$ cat config.mk
export PLATFORM = sky130hd
export DESIGN_NAME = chji_horner
export DESIGN_NICKNAME = d
export VERILOG_FILES = /design/src/rtl/core/cubic_hermite_joint_interpolator_unit_macros.svh /design/src/rtl/core/chji_pkg.sv /design/src/rtl/core/chji_horner.sv
export SDC_FILE = /design/constraint.sdc
export NUM_CORES = 2
export LEC_CHECK = 0
export BUFFER_PORTS_ARGS = -buffer_cell sky130_fd_sc_hd__clkbuf_2
export CAP_MARGIN = 25
export CELL_PAD_IN_SITES_DETAIL_PLACEMENT = 2
export CELL_PAD_IN_SITES_GLOBAL_PLACEMENT = 2
export CORE_MARGIN = 5
export CORE_UTILIZATION = 45
export CTS_BUF_LIST = sky130_fd_sc_hd__clkbuf_4
export CTS_CLUSTER_DIAMETER = 80
export DETAILED_ROUTE_END_ITERATION = 7
export MAX_ROUTING_LAYER = met4
export PLACE_DENSITY_LB_ADDON = 0.1
export SKIP_LAST_GASP = 1
export SYNTH_ARGS = -nofsm -noshare
export SYNTH_HDL_FRONTEND = slang
export SYNTH_SLANG_ARGS = --single-unit
export TNS_END_PERCENT = 5
$ cat constraint.sdc
create_clock -name clk -period 19.2 [get_ports clk]
set_input_delay 4.8 -clock clk [delete_from_list [all_inputs] [get_ports clk]]
set_output_delay 4.8 -clock clk [all_outputs]
set_load 0.02 [all_outputs]
$ cat src/rtl/core/cubic_hermite_joint_interpolator_unit_macros.svh
// Assertion macros shared by the interpolator RTL.
// Each macro expects clk and arst_n to be visible where it is used.
`ifndef CUBIC_HERMITE_JOINT_INTERPOLATOR_UNIT_MACROS_SVH
`define CUBIC_HERMITE_JOINT_INTERPOLATOR_UNIT_MACROS_SVH

// The consequent must hold in the same cycle as the antecedent.
`define CHJI_ASSERT_IMP(lbl, ante, cons, msg) \
	lbl: assert property (@(posedge clk) disable iff (!arst_n) (ante) |-> (cons)) \
		else $error(msg);

// The consequent must hold in the cycle after the antecedent.
`define CHJI_ASSERT_NEXT(lbl, ante, cons, msg) \
	lbl: assert property (@(posedge clk) disable iff (!arst_n) (ante) |=> (cons)) \
		else $error(msg);

`endif

$ cat src/rtl/core/chji_pkg.sv
`timescale 1ns / 1ps
package chji_pkg;
	localparam int FRAC_BITS = 16;
	localparam int DATA_W = 32;
	localparam int PROD_W = 2 * DATA_W;
	localparam int COEF_MAG_W = PROD_W - FRAC_BITS;
	localparam int ACC_W = PROD_W + 4 - FRAC_BITS;
	localparam int DP_W = DATA_W + 1;
	localparam int FRAC_S = 32;
	localparam int S_W = FRAC_S + 1;
	localparam int NUM_W = DATA_W + S_W;
	localparam int DIV_STEPS = S_W;
	localparam int MAG_W = ACC_W - 1;
	localparam int HI_W = MAG_W - FRAC_S;
	localparam int HI_PROD_W = HI_W + S_W;
	localparam int LO_PROD_W = FRAC_S + S_W;
	localparam int PRE_STAGES = 3;
	localparam int HORNER_STAGES = 4;
	localparam int HORNER_STEPS = 3;
	localparam int LATENCY = PRE_STAGES + DIV_STEPS + HORNER_STEPS * HORNER_STAGES + 1;

	localparam logic [PROD_W-1:0] ROUND_F = PROD_W'(1) << (FRAC_BITS - 1);
	localparam logic [LO_PROD_W-1:0] ROUND_S = LO_PROD_W'(1) << (FRAC_S - 1);
	localparam logic [S_W-1:0] S_ONE = S_W'(1) << FRAC_S;
	localparam logic signed [DATA_W-1:0] POS_MAX = {1'b0, {(DATA_W-1){1'b1}}};
	localparam logic signed [DATA_W-1:0] NEG_MIN = {1'b1, {(DATA_W-1){1'b0}}};

	typedef enum logic [1:0] {
		ST_OK       = 2'd0,
		ST_SAT      = 2'd1,
		ST_ZERO_DUR = 2'd2
	} status_t;

	typedef enum logic [1:0] {
		SEL_C2 = 2'd0,
		SEL_A  = 2'd1,
		SEL_P0 = 2'd2
	} coef_sel_t;

	typedef struct packed {
		logic [DATA_W-1:0]        elapsed_time;
		logic [DATA_W-1:0]        segment_duration;
		logic signed [DATA_W-1:0] start_position;
		logic signed [DATA_W-1:0] end_position;
		logic signed [DATA_W-1:0] start_velocity;
		logic signed [DATA_W-1:0] end_velocity;
	} in_item_t;

	typedef struct packed {
		logic signed [DATA_W-1:0] position;
		status_t                  status;
	} out_item_t;

	typedef struct packed {
		logic                     zero_dur;
		logic signed [DATA_W-1:0] p0;
		logic signed [ACC_W-1:0]  a;
		logic signed [ACC_W-1:0]  c2;
		logic signed [ACC_W-1:0]  c3;
	} side_t;
endpackage

$ cat src/rtl/core/chji_horner.sv
`timescale 1ns / 1ps
// One Horner step: acc * s / 2^32 rounded away from zero, plus a coefficient.
module chji_horner (
	input  logic                              clk,
	input  logic                              arst_n,
	input  logic                              in_valid,
	input  chji_pkg::coef_sel_t               sel,
	input  logic signed [chji_pkg::ACC_W-1:0] acc_in,
	input  logic [chji_pkg::S_W-1:0]          s_in,
	input  chji_pkg::side_t                   side_in,
	output logic                              out_valid,
	output logic signed [chji_pkg::ACC_W-1:0] acc_out,
	output logic [chji_pkg::S_W-1:0]          s_out,
	output chji_pkg::side_t                   side_out
);
	logic                              valid_s1, valid_s2, valid_s3, valid_s4;
	logic                              neg_s1, neg_s2, neg_s3;
	logic [chji_pkg::MAG_W-1:0]        mag_s1;
	logic [chji_pkg::HI_PROD_W-1:0]    hi_prod_s2;
	logic [chji_pkg::LO_PROD_W-1:0]    lo_prod_s2;
	logic [chji_pkg::MAG_W-1:0]        r_s3;
	logic signed [chji_pkg::ACC_W-1:0] acc_s4;
	logic [chji_pkg::S_W-1:0]          s_s1, s_s2, s_s3, s_s4;
	chji_pkg::side_t                   side_s1, side_s2, side_s3, side_s4;
	logic signed [chji_pkg::ACC_W-1:0] addend;
	logic signed [chji_pkg::ACC_W-1:0] r_ext;
	logic [chji_pkg::LO_PROD_W-1:0]    lo_rnd;

	always_comb begin
		unique case (sel)
			chji_pkg::SEL_C2: addend = side_s3.c2;
			chji_pkg::SEL_A:  addend = side_s3.a;
			chji_pkg::SEL_P0: addend = chji_pkg::ACC_W'(side_s3.p0);
			default:          addend = '0;
		endcase
	end

	assign lo_rnd = (lo_prod_s2 + chji_pkg::ROUND_S) >> chji_pkg::FRAC_S;
	assign r_ext  = signed'(chji_pkg::ACC_W'(r_s3));

	always_ff @(posedge clk or negedge arst_n) begin
		if (!arst_n) begin
			valid_s1 <= 1'b0;
			valid_s2 <= 1'b0;
			valid_s3 <= 1'b0;
			valid_s4 <= 1'b0;
		end else begin
			valid_s1 <= in_valid;
			valid_s2 <= valid_s1;
			valid_s3 <= valid_s2;
			valid_s4 <= valid_s3;
		end
	end

	always_ff @(posedge clk) begin
		neg_s1     <= acc_in[chji_pkg::ACC_W-1];
		mag_s1     <= chji_pkg::MAG_W'(acc_in[chji_pkg::ACC_W-1] ? -acc_in : acc_in);
		s_s1       <= s_in;
		side_s1    <= side_in;
		hi_prod_s2 <= chji_pkg::HI_PROD_W'(mag_s1[chji_pkg::MAG_W-1:chji_pkg::FRAC_S])
		              * chji_pkg::HI_PROD_W'(s_s1);
		lo_prod_s2 <= chji_pkg::LO_PROD_W'(mag_s1[chji_pkg::FRAC_S-1:0])
		              * chji_pkg::LO_PROD_W'(s_s1);
		neg_s2     <= neg_s1;
		s_s2       <= s_s1;
		side_s2    <= side_s1;
		r_s3       <= chji_pkg::MAG_W'(hi_prod_s2) + chji_pkg::MAG_W'(lo_rnd);
		neg_s3     <= neg_s2;
		s_s3       <= s_s2;
		side_s3    <= side_s2;
		acc_s4     <= neg_s3 ? (addend - r_ext) : (addend + r_ext);
		s_s4       <= s_s3;
		side_s4    <= side_s3;
	end

	assign out_valid = valid_s4;
	assign acc_out   = acc_s4;
	assign s_out     = s_s4;
	assign side_out  = side_s4;
endmodule

Word level (Yosys, flattened, before mapping)
Index checks and enable logic that the tools add are counted.
{ "word_totals": {"input_bits": 279, "regBits": 1165} }
{ "classes": {"reduce_logical": 1, "add_sub_neg": 5, "n_mul": 2, "n_eq_ne": 2, "muxes": 3} }
{ "ops": {"columns": ["cell", "count"], "rows": [
  ["52-bit case mux with 3 select lines", 1],
  ["65-bit by 32-bit adder with 65-bit output, second input constant", 1],
  ["32-bit by 33-bit multiplier with 65-bit output", 1],
  ["52-bit adder", 1],
  ["52-bit 2-to-1 mux", 1],
  ["52-bit subtractor", 1],
  ["51-bit by 33-bit adder with 51-bit output", 1],
  ["19-bit by 33-bit multiplier with 51-bit output", 1],
  ["51-bit 2-to-1 mux", 1],
  ["51-bit negation", 1],
  ["2-bit by 1-bit == test with 1-bit output, second input constant", 1],
  ["2-bit == test, second input constant", 1],
  ["2-bit zero test", 1]
]} }

Depth between registers and ports, before layout
{ "depth": {"word_depth": 4, "ltp_mapped": 29, "depth_no_buf": 26} }

Worst setup path before layout
No wires, ideal clock.
{ "synth_path": {"path_kind": "input-to-reg", "start": "in sel[1]", "end": "reg acc_s4, in the netlist acc_out[51]", "path_buffers": 3, "slack_ns": 10.689, "setup_time_ns": 0.072, "t_arrival_ns": 8.438, "path_stages": 16, "path_cell_list": "clkbuf_1 -> clkbuf_1 -> mux2i_1 -> o21ai_0 -> ha_1 -> clkbuf_1 -> a21oi_1 -> o211ai_1 -> a221o_1 -> a211oi_1 -> a2bb2oi_1 -> a31oi_1 -> o21ai_0 -> a211o_1 -> a21oi_1 -> xnor2_1"} }
{ "synth_between": {"elab_chain_len": 4} }
{ "synth_rtl": {"columns": ["item", "line_no", "source"], "rows": [
  ["start, declared", "chji_horner.sv:7", "input chji_pkg::coef_sel_t sel,"],
  ["2-bit == test, or another cell as far along", "chji_horner.sv:30", "unique case (sel)"],
  ["52-bit case mux with 3 select lines (*)", "chji_horner.sv:30", null],
  ["52-bit adder or 52-bit subtractor (tied branches)", "chji_horner.sv:71", "acc_s4 <= neg_s3 ? (addend - r_ext) : (addend + r_ext);"],
  ["52-bit 2-to-1 mux (*)", "chji_horner.sv:71", null],
  ["end signal, assigned", "chji_horner.sv:71", null],
  ["end, declared", "chji_horner.sv:22", "logic signed [chji_pkg::ACC_W-1:0] acc_s4;"]
]} }
Mark *: on every way between the ends. The rest lies on a longest branch, timed or not.

Worst setup path after layout
{ "layout_path": {"start": "in sel[0]", "end": "reg acc_s4, in the netlist acc_out[51]"} }
Same word-level chain as after synthesis.

==> flow_metrics.tcl <==
set metrics [dict create \
    synthArstFlopShare 0.00353 \
    remaining_drc_errors 0 \
    cp-startpoint "sel[0]" \
    cap_violations 0 \
    clkTransAtPathRegs_ns 0.08 \
    critPathRequiredTime_ns 20.33 \
    port_buffers 553 \
    area_growth_pct 10.4 \
    ys_ff_latch 1134 \
    layout_setup_ws_ns 9.53 \
    multi_input_area_mm2 0.0539 \
    synthCells 8366 \
    cp-start-kind "primary input" \
    first_iter_violations 3218 \
    fp-row-count 158 \
    root_buffer "clkbuf_4" \
    crit_slowest_cell "nor2b_4" \
    maxSlewHeadroom 0.262 \
    grt_pass1_vias 74900 \
    worstPathMaxFanout 53 \
    syn_nets 10600 \
    wirelength_um 317000 \
    reg2reg_from "s_s1[12]" \
    numCtsBuffers 313 \
    ys.flop_type "dfxtp_1" \
    fin_skew_ns 0.178 \
    hp-start "side_s2[24]" \
    ant_nets 0 \
    dp_slack_ns 8.88 \
    crit_chain "clkbuf_2, buf_4, nor2b_4, buf_4, nand2_1, o21ai_0, ha_1, nor2b_1, o31ai_1, a211oi_1, a211oi_1, a2bb2oi_1, a31oi_1, o21ai_0, a211o_1, a21oi_1, xnor2_1" \
    dpl.cell_count 11100 \
    antenna_found_initial 23 \
    hold_buffers 0 \
    yosys-top-cells-count "inv_1, fa_1, nand2_1, dfxtp_1, and2_1" \
    fin_nets 11100 \
    setup_viol 0 \
    min_period_over_period 0.504 \
    die_area_mm2 0.195 \
    finalSetupTns_ns 0 \
    seq_area_mm2 0.0228 \
    synth.distinct_cells 67 \
    fp.dieW_um 441 \
    layout-drive-gt1-share 0.128 \
    avgSynthCellArea_um2 10.0 \
    coreArea_mm2 0.185 \
    drt-wirelength-per-cell_um 27.3 \
    slew_viol_final 0 \
    grt_usage 0.336 \
    rsz0062_at_grt "no" \
    grt_max_degree 54 \
    synth_top_area_frac 0.347 \
    finalHoldViolations 0 \
    syn_area_mm2 0.0837 \
    initial_core_util 0.452 \
    post_cts_buffers 0 \
    grt_pass1_wl_um 475000 \
    yosys-top-cells-area "fa_1, dfxtp_1, ha_1, inv_1, nand2_1" \
    clock_latency_ns 1.37 \
    ctsResizeCount 0 \
    finalCriticalPeriod_ns 9.67 \
    slowest_delay_ns 0.78 \
    grt.overflow.total 0 \
    clockBufferDepth 4 \
    max_freq_ghz 0.103 \
    hpwl_um 232000 \
    ys_warn_count 0 \
    cts.sinks 1134 \
    fin_cells 11600 \
    ys_seq_area_frac 0.272 \
    die_h_um 441 \
    cp.arrival_ns 10.81 \
    min_path_type "flip-flop to flip-flop" \
    critPathKind "primary input to flip-flop" \
    nFillCells 19500 \
    cts_tree "built" \
    gp_congestion 0.882 \
    cts_max_level 5 \
    tightest_slew_ns 1.11 \
    status "finished, final reports clean" \
    vias_per_cell 5.36 \
    endpoint_kind "flip-flop" \
    synth_edf_count 0 \
    yosysMostFrequentCell "inv_1" \
    first_pass_iters 5 \
    dr_total_vias 62200 \
    pin_count 554 \
    synth_top_cell_by_area "fa_1" \
]
-- metal layers --
| layer | vias up | part of all wire | GRT usage |
|---|---|---|---|
| met5 | - | 0 | - |
| met4 | 0 | 0.049 | 0.147 |
| met3 | 716 | 0.056 | 0.0536 |
| met2 | 1982 | 0.52 | 0.605 |
| met1 | 33100 | 0.37 | 0.367 |
| li1 | 26400 | - | - |
-- cells in the final DEF (no fill, tap or decap), types with 33 or more instances in the layout --
master	instances
a21o_1	100
a21oi_1	234
and2_1	676
and3_1	34
buf_4	82
clkbuf_2	552
clkbuf_4	417
clkinv_1	61
dfxtp_1	1064
dfxtp_2	63
fa_1	1452
ha_1	481
inv_1	1499
nand2_1	1217
nand3_1	61
nand4_1	40
nor2_1	136
nor3_1	51
o21ai_0	159
o21bai_1	33
xnor2_1	211
xor2_1	94
-- layout make-up --
| class | count | share of cell area |
|---|---|---|
| inverter | 1500 | 0.0610 |
| clock inverter | 82 | 0.00412 |
| antenna | 28 | 0.000759 |
| timing repair buffer | 635 | 0.0366 |
| multi-input combinational | 5339 | 0.583 |
| clock buffer | 417 | 0.0339 |
| tap | 2480 | 0.0336 |
| sequential | 1134 | 0.247 |
-- critical path: cells and delay by family --
kind | cells | cell delay, ns
XOR/XNOR | 1 | 0.13
AO/OA/AOI/OAI | 9 | 3.33
buffers and inverters | 3 | 1.05
AND/OR/NAND/NOR | 3 | 1.09
adder cells (fa/ha/maj) | 1 | 0.33
-- per-stage QoR --
stage | cell area (um2) | utilization | hold slack, ns
6_report | 92400 | 0.499 | 0.233
5_1_grt | 92400 | 0.499 | 0.221
3_5_place_dp | 88800 | 0.479 | 0.313
4_1_cts | 92300 | 0.498 | 0.212
3_3_place_gp | 88800 | 0.479 | 0.309
2_1_floorplan | 83700 | - | 0.310
-- path summary, 6_finish.rpt --
check,slack [ns],to,cells after the start
min in group asynchronous,3.29,out_valid,1
max in group asynchronous,15.79,valid_s2,1
worst max-delay path,9.53,acc_out[51],17
worst min register to register,0.23,side_s3[24],0
worst min-delay path,0.23,side_s3[24],0
worst max register to register,9.85,lo_prod_s2[63],27
-- sequential cells by signal, indices dropped and copies added, names as in the netlist, 34 cells and up --
signal / flops
side_s1: 189
acc_out: 52
mag_s1: 51
side_s2: 189
side_out: 189
side_s3: 189
hi_prod_s2: 51
lo_prod_s2: 34
r_s3: 51
-- cells by family (layout without fill, tap and decap cells) --
logic type,after synthesis,count (layout),share of synthesized area
compound gates,710,710,0.0532
simple gates,2359,2359,0.135
other cells,0,28,0
fa+ha+maj,1933,1933,0.419
mux,32,32,0.00383
flops,1134,1134,0.272
xor+xnor,305,305,0.0319
buf+inv,1893,2634,0.0849
Power is left out: the tool's default activity adds up to more than one toggle a clock period on the data nets, which glitch-free logic cannot reach.
